[src/hw/rtl/cifp_pkg.sv]
// cifp_pkg: shared types, codes and constants of the image header stream parser
// used by every module under hw/rtl; depends on nothing
`timescale 1ns / 1ps
`default_nettype none

package cifp_pkg;

   // bytes per little-endian size field, 1 to 8
   localparam int FIELD_BYTES = 8;
   localparam logic [2:0] FIELD_LAST = 3'((FIELD_BYTES - 1) % 8);

   localparam int MAGIC_BYTES = 4;
   localparam logic [7:0] MAGIC_WORD [MAGIC_BYTES] = '{8'h43, 8'h49, 8'h46, 8'h46};
   localparam logic [1:0] MAGIC_LAST = 2'(MAGIC_BYTES - 1);

   localparam logic [7:0] CHAR_NEWLINE = 8'h0A;
   localparam logic [7:0] CHAR_NUL = 8'h00;
   localparam logic [9:0] PIXEL_BYTES = 10'd3;

   typedef enum logic [3:0] {
      PH_MAGIC   = 4'd0,
      PH_HDR     = 4'd1,
      PH_CONT    = 4'd2,
      PH_WID     = 4'd3,
      PH_HGT     = 4'd4,
      PH_CAPTION = 4'd5,
      PH_TAGS    = 4'd6,
      PH_PIXELS  = 4'd7,
      PH_DONE    = 4'd8,
      PH_ERROR   = 4'd9
   } phase_type;

   typedef enum logic [3:0] {
      CL_MAGIC       = 4'd0,
      CL_HDR_SIZE    = 4'd1,
      CL_CONT_SIZE   = 4'd2,
      CL_WIDTH       = 4'd3,
      CL_HEIGHT      = 4'd4,
      CL_CAPTION     = 4'd5,
      CL_CAPTION_END = 4'd6,
      CL_TAG         = 4'd7,
      CL_TAG_END     = 4'd8,
      CL_PIXEL       = 4'd9,
      CL_TRAILING    = 4'd10
   } class_type;

   typedef enum logic [2:0] {
      ST_BUSY      = 3'd0,
      ST_COMPLETE  = 3'd1,
      ST_BAD_MAGIC = 3'd2,
      ST_MISMATCH  = 3'd3,
      ST_OVERRUN   = 3'd4,
      ST_TRUNCATED = 3'd5
   } status_type;

   typedef struct packed {
      logic [7:0] data_byte;
      logic       last_byte;
   } beat_type;

   typedef struct packed {
      class_type          byte_class;
      logic [7:0]         byte_out;
      status_type         status;
      logic signed [63:0] image_width;
      logic signed [63:0] image_height;
   } result_type;

endpackage

`default_nettype wire

[src/hw/rtl/ciff_header_stream_parser.sv]
// ciff_header_stream_parser: top level of the image header stream parser
// depends on cifp_pkg, cifp_in_stage, cifp_parse_core, cifp_out_stage
`timescale 1ns / 1ps
`default_nettype none

// Parses an image file streamed one byte per beat and returns one result beat
// per input byte: the byte's class, the byte itself and the running status,
// along with the decoded width and height. The file must open with the magic
// "CIFF", then four little-endian size fields (header size, content size,
// width, height); 3*width*height must equal the content size (64-bit wrap).
// Caption bytes run to a newline, zero-terminated tags run until the position
// after a tag end equals the header size, then exactly content-size pixel bytes
// follow. Bytes after completion or after an error come back as trailing with
// the final status. A beat flagged last returns the parser to its start state,
// so files can be sent back to back. Throughput is one byte per clock while
// the receiver does not stall; each byte is held in the input register and
// its result beat in the result register until taken. The state update (64-bit
// position compare and the 64x8 multiply-accumulate that builds the size check
// while the height arrives) sets the clock period.
module ciff_header_stream_parser (
   input  wire logic               clock,
   input  wire logic               reset,
   // input beats
   input  wire logic               req_valid,
   output logic                    req_stall,
   input  wire logic [7:0]         req_data_byte,
   input  wire logic               req_last_byte,
   // result beats
   output logic                    rsp_valid,
   input  wire logic               rsp_stall,
   output logic [3:0]              rsp_byte_class,
   output logic [7:0]              rsp_byte_out,
   output logic [2:0]              rsp_status,
   output logic signed [63:0]      rsp_image_width,
   output logic signed [63:0]      rsp_image_height
);
   import cifp_pkg::*;

   logic       out_take;     // result register can take a beat this cycle
   logic       beat_valid;   // input register holds a beat
   logic       fire;         // beat moves through the parser this cycle
   beat_type   beat;
   result_type result;
   result_type rsp_result;

   assign fire = beat_valid & out_take;

   // input register
   cifp_in_stage u_in_stage (
      .clock         (clock),
      .reset         (reset),
      .req_valid     (req_valid),
      .req_data_byte (req_data_byte),
      .req_last_byte (req_last_byte),
      .req_stall     (req_stall),
      .out_take      (out_take),
      .beat_valid    (beat_valid),
      .beat          (beat)
   );

   // parse state and classification, updated once per moving beat
   cifp_parse_core u_parse_core (
      .clock  (clock),
      .reset  (reset),
      .fire   (fire),
      .beat   (beat),
      .result (result)
   );

   // result register, decouples the two sides
   cifp_out_stage u_out_stage (
      .clock      (clock),
      .reset      (reset),
      .fire       (fire),
      .result     (result),
      .out_take   (out_take),
      .rsp_valid  (rsp_valid),
      .rsp_stall  (rsp_stall),
      .rsp_result (rsp_result)
   );

   assign rsp_byte_class   = rsp_result.byte_class;
   assign rsp_byte_out     = rsp_result.byte_out;
   assign rsp_status       = rsp_result.status;
   assign rsp_image_width  = rsp_result.image_width;
   assign rsp_image_height = rsp_result.image_height;

endmodule

`default_nettype wire

[src/hw/rtl/cifp_in_stage.sv]
// cifp_in_stage: input register of the parser, takes one byte beat per cycle unless stalled
// depends on cifp_pkg
`timescale 1ns / 1ps
`default_nettype none

module cifp_in_stage (
   input  wire logic              clock,
   input  wire logic              reset,
   input  wire logic              req_valid,
   input  wire logic [7:0]        req_data_byte,
   input  wire logic              req_last_byte,
   output logic                   req_stall,
   input  wire logic              out_take,
   output logic                   beat_valid,
   output cifp_pkg::beat_type     beat
);
   import cifp_pkg::*;

   logic     valid_ff;
   beat_type beat_ff;

   // hold only while a beat sits here and the result side cannot move
   assign req_stall = valid_ff & ~out_take;

   always_ff @(posedge clock) begin
      if (reset) begin
         valid_ff <= 1'b0;
      end else if (!req_stall) begin
         valid_ff <= req_valid;
      end
   end

   always_ff @(posedge clock) begin
      if (!req_stall) begin
         beat_ff.data_byte <= req_data_byte;
         beat_ff.last_byte <= req_last_byte;
      end
   end

   assign beat_valid = valid_ff;
   assign beat       = beat_ff;

endmodule

`default_nettype wire

[src/hw/rtl/cifp_parse_core.sv]
// cifp_parse_core: parse state, field assembly and per-byte classification
// depends on cifp_pkg
`timescale 1ns / 1ps
`default_nettype none

module cifp_parse_core (
   input  wire logic              clock,
   input  wire logic              reset,
   input  wire logic              fire,
   input  wire cifp_pkg::beat_type beat,
   output cifp_pkg::result_type   result
);
   import cifp_pkg::*;

   phase_type   phase_ff, phase_in;
   status_type  err_ff, err_in, err_now;
   logic [63:0] next_pos_ff, next_pos_in;   // position after the current byte
   logic [2:0]  count_ff, count_in;
   logic [63:0] hdr_len_ff, hdr_len_in;
   logic [63:0] pay_len_ff, pay_len_in;
   logic [63:0] width_ff, width_in;
   logic [63:0] height_ff, height_in;
   logic [63:0] width3_ff, width3_in;       // 3 * width, built with the width
   logic [63:0] prod_ff, prod_in;           // 3 * width * height so far
   logic [63:0] pixels_ff, pixels_in;

   logic [5:0]  shift;
   logic [63:0] byte_wide;
   logic [63:0] term3;
   logic [63:0] mult_full;
   logic [63:0] prod_sum;
   logic        field_end;
   logic        hdr_hit;
   logic        hdr_past;
   logic        size_ok;
   class_type   cls;
   status_type  st;

   assign shift     = {count_ff, 3'b000};
   assign byte_wide = 64'(beat.data_byte) << shift;
   assign term3     = 64'(10'(beat.data_byte) * PIXEL_BYTES) << shift;
   assign mult_full = width3_ff * 64'(beat.data_byte);
   assign prod_sum  = prod_ff + (mult_full << shift);
   assign size_ok   = (prod_sum == pay_len_ff);
   assign field_end = (count_ff >= FIELD_LAST);
   assign hdr_hit   = (next_pos_ff == hdr_len_ff);
   assign hdr_past  = (next_pos_ff > hdr_len_ff);
   assign next_pos_in = next_pos_ff + 64'd1;

   // next state
   always_comb begin
      phase_in  = phase_ff;
      err_now   = ST_BUSY;
      err_in    = err_ff;
      count_in  = count_ff;
      hdr_len_in = hdr_len_ff;
      pay_len_in = pay_len_ff;
      width_in  = width_ff;
      height_in = height_ff;
      width3_in = width3_ff;
      prod_in   = prod_ff;
      pixels_in = pixels_ff;
      case (phase_ff)
         PH_MAGIC: begin
            if (beat.data_byte != MAGIC_WORD[count_ff[1:0]]) begin
               err_now = ST_BAD_MAGIC;
            end else if (count_ff[1:0] >= MAGIC_LAST) begin
               count_in = 3'd0;
               phase_in = PH_HDR;
            end else begin
               count_in = 3'(count_ff + 3'd1);
            end
         end
         PH_HDR, PH_CONT, PH_WID, PH_HGT: begin
            case (phase_ff)
               PH_HDR:  hdr_len_in = hdr_len_ff | byte_wide;
               PH_CONT: pay_len_in = pay_len_ff | byte_wide;
               PH_WID: begin
                  width_in  = width_ff | byte_wide;
                  width3_in = width3_ff + term3;
               end
               default: begin
                  height_in = height_ff | byte_wide;
                  prod_in   = prod_sum;
               end
            endcase
            if (field_end) begin
               count_in = 3'd0;
               case (phase_ff)
                  PH_HDR:  phase_in = PH_CONT;
                  PH_CONT: phase_in = PH_WID;
                  PH_WID:  phase_in = PH_HGT;
                  default: begin
                     if (size_ok) begin
                        phase_in = PH_CAPTION;
                     end else begin
                        err_now = ST_MISMATCH;
                     end
                  end
               endcase
            end else begin
               count_in = 3'(count_ff + 3'd1);
            end
         end
         PH_CAPTION, PH_TAGS: begin
            if (phase_ff == PH_CAPTION && beat.data_byte == CHAR_NEWLINE && !hdr_hit) begin
               phase_in = PH_TAGS;
            end else if ((phase_ff == PH_CAPTION && beat.data_byte == CHAR_NEWLINE)
                         || (phase_ff == PH_TAGS && beat.data_byte == CHAR_NUL && hdr_hit)) begin
               // header ends here: content follows unless it is empty
               if (pay_len_ff == 64'd0) begin
                  phase_in = PH_DONE;
               end else begin
                  pixels_in = pay_len_ff;
                  phase_in  = PH_PIXELS;
               end
            end else if (phase_ff == PH_TAGS && beat.data_byte == CHAR_NUL && hdr_past) begin
               err_now = ST_OVERRUN;
            end
         end
         PH_PIXELS: begin
            pixels_in = pixels_ff - 64'd1;
            if (pixels_ff == 64'd1) begin
               phase_in = PH_DONE;
            end
         end
         default: begin
         end
      endcase
      if (err_now != ST_BUSY) begin
         phase_in = PH_ERROR;
         err_in   = err_now;
      end
   end

   // outputs
   always_comb begin
      case (phase_ff)
         PH_MAGIC:   cls = CL_MAGIC;
         PH_HDR:     cls = CL_HDR_SIZE;
         PH_CONT:    cls = CL_CONT_SIZE;
         PH_WID:     cls = CL_WIDTH;
         PH_HGT:     cls = CL_HEIGHT;
         PH_CAPTION: cls = (beat.data_byte == CHAR_NEWLINE) ? CL_CAPTION_END : CL_CAPTION;
         PH_TAGS:    cls = (beat.data_byte == CHAR_NUL) ? CL_TAG_END : CL_TAG;
         PH_PIXELS:  cls = CL_PIXEL;
         default:    cls = CL_TRAILING;
      endcase
      if (phase_in == PH_ERROR) begin
         st = err_in;
      end else if (phase_in == PH_DONE) begin
         st = ST_COMPLETE;
      end else if (beat.last_byte) begin
         st = ST_TRUNCATED;
      end else begin
         st = ST_BUSY;
      end
      result.byte_class   = cls;
      result.byte_out     = beat.data_byte;
      result.status       = st;
      result.image_width  = width_in;
      result.image_height = height_in;
   end

   // a final byte sends everything back to the start of the next file
   always_ff @(posedge clock) begin
      if (reset || (fire && beat.last_byte)) begin
         phase_ff    <= PH_MAGIC;
         err_ff      <= ST_BUSY;
         next_pos_ff <= 64'd1;
         count_ff    <= 3'd0;
         hdr_len_ff  <= 64'd0;
         pay_len_ff  <= 64'd0;
         width_ff    <= 64'd0;
         height_ff   <= 64'd0;
         width3_ff   <= 64'd0;
         prod_ff     <= 64'd0;
         pixels_ff   <= 64'd0;
      end else if (fire) begin
         phase_ff    <= phase_in;
         err_ff      <= err_in;
         next_pos_ff <= next_pos_in;
         count_ff    <= count_in;
         hdr_len_ff  <= hdr_len_in;
         pay_len_ff  <= pay_len_in;
         width_ff    <= width_in;
         height_ff   <= height_in;
         width3_ff   <= width3_in;
         prod_ff     <= prod_in;
         pixels_ff   <= pixels_in;
      end
   end

`ifndef SYNTH
   a_error_sticky: assert property (@(posedge clock) disable iff (reset)
      fire && phase_ff == PH_ERROR |-> result.status == err_ff
                                       && result.byte_class == CL_TRAILING)
      else $error("error phase did not report latched status");

   a_error_code: assert property (@(posedge clock) disable iff (reset)
      phase_ff == PH_ERROR |-> err_ff == ST_BAD_MAGIC || err_ff == ST_MISMATCH
                               || err_ff == ST_OVERRUN)
      else $error("error phase without an error code");

   a_pixels_nonzero: assert property (@(posedge clock) disable iff (reset)
      phase_ff == PH_PIXELS |-> pixels_ff != 64'd0)
      else $error("pixel phase with no pixels left");

   a_restart: assert property (@(posedge clock) disable iff (reset)
      fire && beat.last_byte |=> phase_ff == PH_MAGIC && next_pos_ff == 64'd1
                                  && count_ff == 3'd0)
      else $error("final byte did not restart the parse");
`endif

endmodule

`default_nettype wire

[src/hw/rtl/cifp_out_stage.sv]
// cifp_out_stage: result register of the parser, holds a beat until taken
// depends on cifp_pkg
`timescale 1ns / 1ps
`default_nettype none

module cifp_out_stage (
   input  wire logic                 clock,
   input  wire logic                 reset,
   input  wire logic                 fire,
   input  wire cifp_pkg::result_type result,
   output logic                      out_take,
   output logic                      rsp_valid,
   input  wire logic                 rsp_stall,
   output cifp_pkg::result_type      rsp_result
);
   import cifp_pkg::*;

   logic       valid_ff;
   result_type result_ff;

   // the register can load when empty or when its beat leaves now
   assign out_take = ~valid_ff | ~rsp_stall;

   always_ff @(posedge clock) begin
      if (reset) begin
         valid_ff <= 1'b0;
      end else if (out_take) begin
         valid_ff <= fire;
      end
   end

   always_ff @(posedge clock) begin
      if (out_take) begin
         result_ff <= result;
      end
   end

   assign rsp_valid  = valid_ff;
   assign rsp_result = result_ff;

endmodule

`default_nettype wire

[config.mk]
export PLATFORM = sky130hd
export DESIGN_NAME = ciff_header_stream_parser
export DESIGN_NICKNAME = d
export VERILOG_FILES = /design/src/hw/rtl/cifp_pkg.sv /design/src/hw/rtl/ciff_header_stream_parser.sv /design/src/hw/rtl/cifp_in_stage.sv /design/src/hw/rtl/cifp_parse_core.sv /design/src/hw/rtl/cifp_out_stage.sv
export SDC_FILE = /design/constraint.sdc
export NUM_CORES = 2
export LEC_CHECK = 0
export ABC_AREA = 0
export BUFFER_PORTS_ARGS = -buffer_cell sky130_fd_sc_hd__buf_2
export CORE_UTILIZATION = 45
export DETAILED_ROUTE_END_ITERATION = 10
export PLACE_DENSITY = 0.67
export SYNTH_ARGS = -nofsm -noshare
export SYNTH_HDL_FRONTEND = slang
export SYNTH_HIERARCHICAL = 1
export SYNTH_SLANG_ARGS = --single-unit
[constraint.sdc]
create_clock -name clock -period 12.47 [get_ports clock]
set_input_delay 0.6235 -clock clock [delete_from_list [all_inputs] [get_ports clock]]
set_output_delay 0.6235 -clock clock [all_outputs]
set_load 0.01 [all_outputs]
==> flow_summary.ini <==
[cts]
clockRootBuffer = clkbuf_16
tritoncts = built
ctsHoldBuffers = 0
cts.sinks = 676
cts-resized-gates = 0
ctsLongestPathBuffers = 3
clk_latency_ns = 0.71
clk_pin_slew_ns = 0.06
post-cts-setup-buffer-count = 0
htree_levels = 3
cts_buffers = 82

[critical_path]
crit_top_cell = a21oi_1
cp-end-kind = flop
start_kind = flop
r2r-start = u_in_stage/beat[6]
worstSetupPathType = flop to flop
required_ns = 12.94
ff2ff_path_depth = 37
path_max_fanout = 21
r2r_end = u_out_stage/rsp_result[128]
slowest_delay_ns = 1.03
rrSetupSlack_ns = 0.65
crit_slowest_cell = edfxtp_1
cp_data_arrival_time_ns = 12.29

[sta]
final_max_slew_viol_count = 0
fmax_mhz = 84.6
hold_viol = 0
min_period_over_period_pct = 94.8
period_needed_ns = 11.82
finalSetupTns_ns = 0
rsz0062_at_grt = no
max-slew-margin-rel_pct = 18.3
fin_skew_ns = 0.0585
setup_slack_ns = 0.645
setup-violations-final = 0
worst_slew_pin_slew_ns = 1.19

[hold_path]
min-delay-start = req_data_byte[5]
hp-class = input port to flop
whs_endpoint = u_in_stage/beat[6]
holdPathStages = 1

[die]
coreArea_um2 = 118000
die_w_um = 348
die_area_um2 = 121000
ios = 158
start_util_pct = 45.5
row_count = 126
die_h_um = 348

[placed_design]
hpwl_um = 146000
place.port_buffers = 157
gp_congestion = 1.08
pre_cts_ws_ns = 1.10

[synth]
synth_area_leaders = dfxtp_1, fa_1, edfxtp_1
synth_edf_count = 152
ys_ff_latch = 676
yosys.area.top_type = dfxtp_1
yosys_warnings = 6
synth_top_area_share_pct = 19.5
mappedNetlistArea_um2 = 53800
yosysSeqAreaShare_pct = 28.0
ys_types = 107
synth_ff_type = dfxtp_1
syn-num-nets = 7039
syn_area_per_cell_um2 = 8.43
syn-instance-count = 6389
async_flop_share_pct = 0

[routing]
vias = 48700
firstDrtPassIters = 6
drtAntennaViolNets = 0
post-route-drc-count = 0
avgViaCountPerCell = 6.07
wire_per_inst_um = 24.4
drt-initial-drc-count = 5009
drt-total-wl_um = 196000

[pwr]
p_int_mw = 3.83
power.density_nw_per_um2 = 88.9
switching_share_pct = 26.8
p_switching_mw = 1.40
vdd_drop_max_uv = 140
p_comb_share_pct = 8.2
seqPwrFrac_pct = 43.6
clockPowerShare_pct = 48.2
p_leak_nw = 27.6

[layout]
area_growth_pct = 9.37
layout.nets = 7009
layout-drive-gt1-share_pct = 8.42

[global_route]
grt_pass1_wl_um = 295000
grt_pass1_vias = 46600
grt.overflow.total = 0
grt_start_max_net_pins = 100
grt_antenna_before_repair = 4
grtUsageTotal_pct = 31.9

[status]
status = completed

[job]
maxCapViolCount = 0
## placed cells by master (no fill, tap or decap), types with 90 or more instances in the layout
master    instances
a21o_1          210
a21oi_1         544
and2_1          354
buf_2           157
buf_4           102
dfxtp_1         521
edfxtp_1        152
fa_1            351
ha_1            286
inv_1           415
nand2_1         663
nand3_1         132
nand4_1          90
nor2_1          616
nor3_1           90
o211a_1         132
o21ai_0         273
xnor2_1         170
xor2_1          111
## cells in the mapped netlist (12+ instances only)
cell / number
or4_1: 14
nand3_1: 134
dfxtp_1: 524
o211a_1: 132
nand4_1: 90
fa_1: 351
nor2b_1: 42
a2111oi_0: 12
o31ai_1: 21
a31o_2: 48
nor4_1: 59
a211oi_1: 61
o21a_1: 46
nor3b_1: 13
or2_2: 16
a21o_1: 211
o21ai_0: 273
o211ai_1: 20
a22oi_1: 26
and4_1: 18
nand2_1: 666
edfxtp_1: 152
clkbuf_1: 302
nand2b_1: 41
nor2_1: 621
or3_1: 44
o21bai_1: 23
o22ai_1: 28
a221oi_1: 23
ha_1: 286
a21oi_1: 545
nor3_1: 92
xor2_1: 111
buf_4: 12
buf_1: 49
mux2_2: 16
and2_1: 355
a31oi_1: 53
inv_1: 415
xnor2_1: 170
and3_1: 42
mux2i_1: 39
## routing by layer
metal | vias to the layer above | track usage [%] | part of all wire (%)
met5 | - | 0 | 0.028
met4 | 8 | 15.7 | 5.4
met3 | 451 | 6.91 | 9.1
met2 | 2184 | 49.1 | 44
met1 | 24000 | 42.2 | 42
li1 | 22100 | - | -
## stage by stage
stage,instance area (µm²),util [%],power (mW),instances,hold slack [ns]
finish,58900,49.7,5.23,8029,0.0843
global route,58900,49.7,5.37,8028,0.0802
CTS,58900,49.7,5.26,8028,0.0618
detailed placement,56100,47.4,2.74,7875,0.449
global placement,56100,47.4,2.74,7875,0.442
floorplan,53800,-,2.55,6389,0.435
## cell type report
type	count	area, µm²
diodes	1	2.50
clock buffers	104	2270
clock inverters	49	546
fillers	11400	59500
inverters	418	1570
multi-input cells	4917	35800
flip-flops and latches	676	15100
well taps	1600	2000
repair buffers	264	1650
## power groups by stage
stage	combinational (mW)	clock, mW	sequential [mW]
global placement	0.414	0	2.33
global route	0.445	2.64	2.28
detailed placement	0.414	0	2.33
CTS	0.416	2.56	2.28
finish	0.430	2.52	2.28
floorplan	0.223	0	2.33
## registers in the layout (all words and copies together), names as in the netlist, 4 cells and up
| register | count |
|---|---|
| u_in_stage/beat | 9 |
| u_out_stage/rsp_result | 143 |
| u_parse_core/hdr_len_ff | 64 |
| u_parse_core/height_ff | 64 |
| u_parse_core/next_pos_ff | 64 |
| u_parse_core/pay_len_ff | 64 |
| u_parse_core/phase_ff | 4 |
| u_parse_core/pixels_ff | 64 |
| u_parse_core/prod_ff | 64 |
| u_parse_core/width3_ff | 64 |
| u_parse_core/width_ff | 64 |
## critical path, delay by kind of cell (launching register included)
kind / cells / cell delay, ns
flops: 1 / 1.03
fa+ha+maj: 6 / 2.65
mux: 1 / 0.40
simple gates: 10 / 2.69
compound gates: 15 / 3.65
buf+inv: 4 / 0.48
xor+xnor: 1 / 0.63
## how the worst max path moves through the flow
stage | from | end | slack (ns) | cells after the start
floorplan | u_in_stage/beat[3] | u_out_stage/rsp_result[128] | 2.66 | 37
global placement | u_in_stage/beat[6] | u_out_stage/rsp_result[128] | 1.06 | 37
detailed placement | u_in_stage/beat[6] | u_out_stage/rsp_result[128] | 1.10 | 37
CTS | u_in_stage/beat[6] | u_out_stage/rsp_result[128] | 0.98 | 37
global route | u_in_stage/beat[6] | u_out_stage/rsp_result[128] | 0.27 | 34
finish | u_in_stage/beat[6] | u_out_stage/rsp_result[128] | 0.65 | 37
## logic make-up (layout without fill, tap and decap cells)
logic type / after synthesis / count (layout) / share of synthesized area [%]
and+or+nand+nor: 2277 / 2277 / 20.3
other: 0 / 1 / 0
buffers and inverters: 796 / 835 / 5.74
DFF: 676 / 676 / 28.0
adders and majority gates: 638 / 638 / 19.7
AOI/OAI and AO/OA: 1659 / 1659 / 20.4
xor gates and xnor gates: 288 / 288 / 4.87
muxes: 55 / 55 / 1.06
Note: power is estimated with default switching activity, not from simulation.
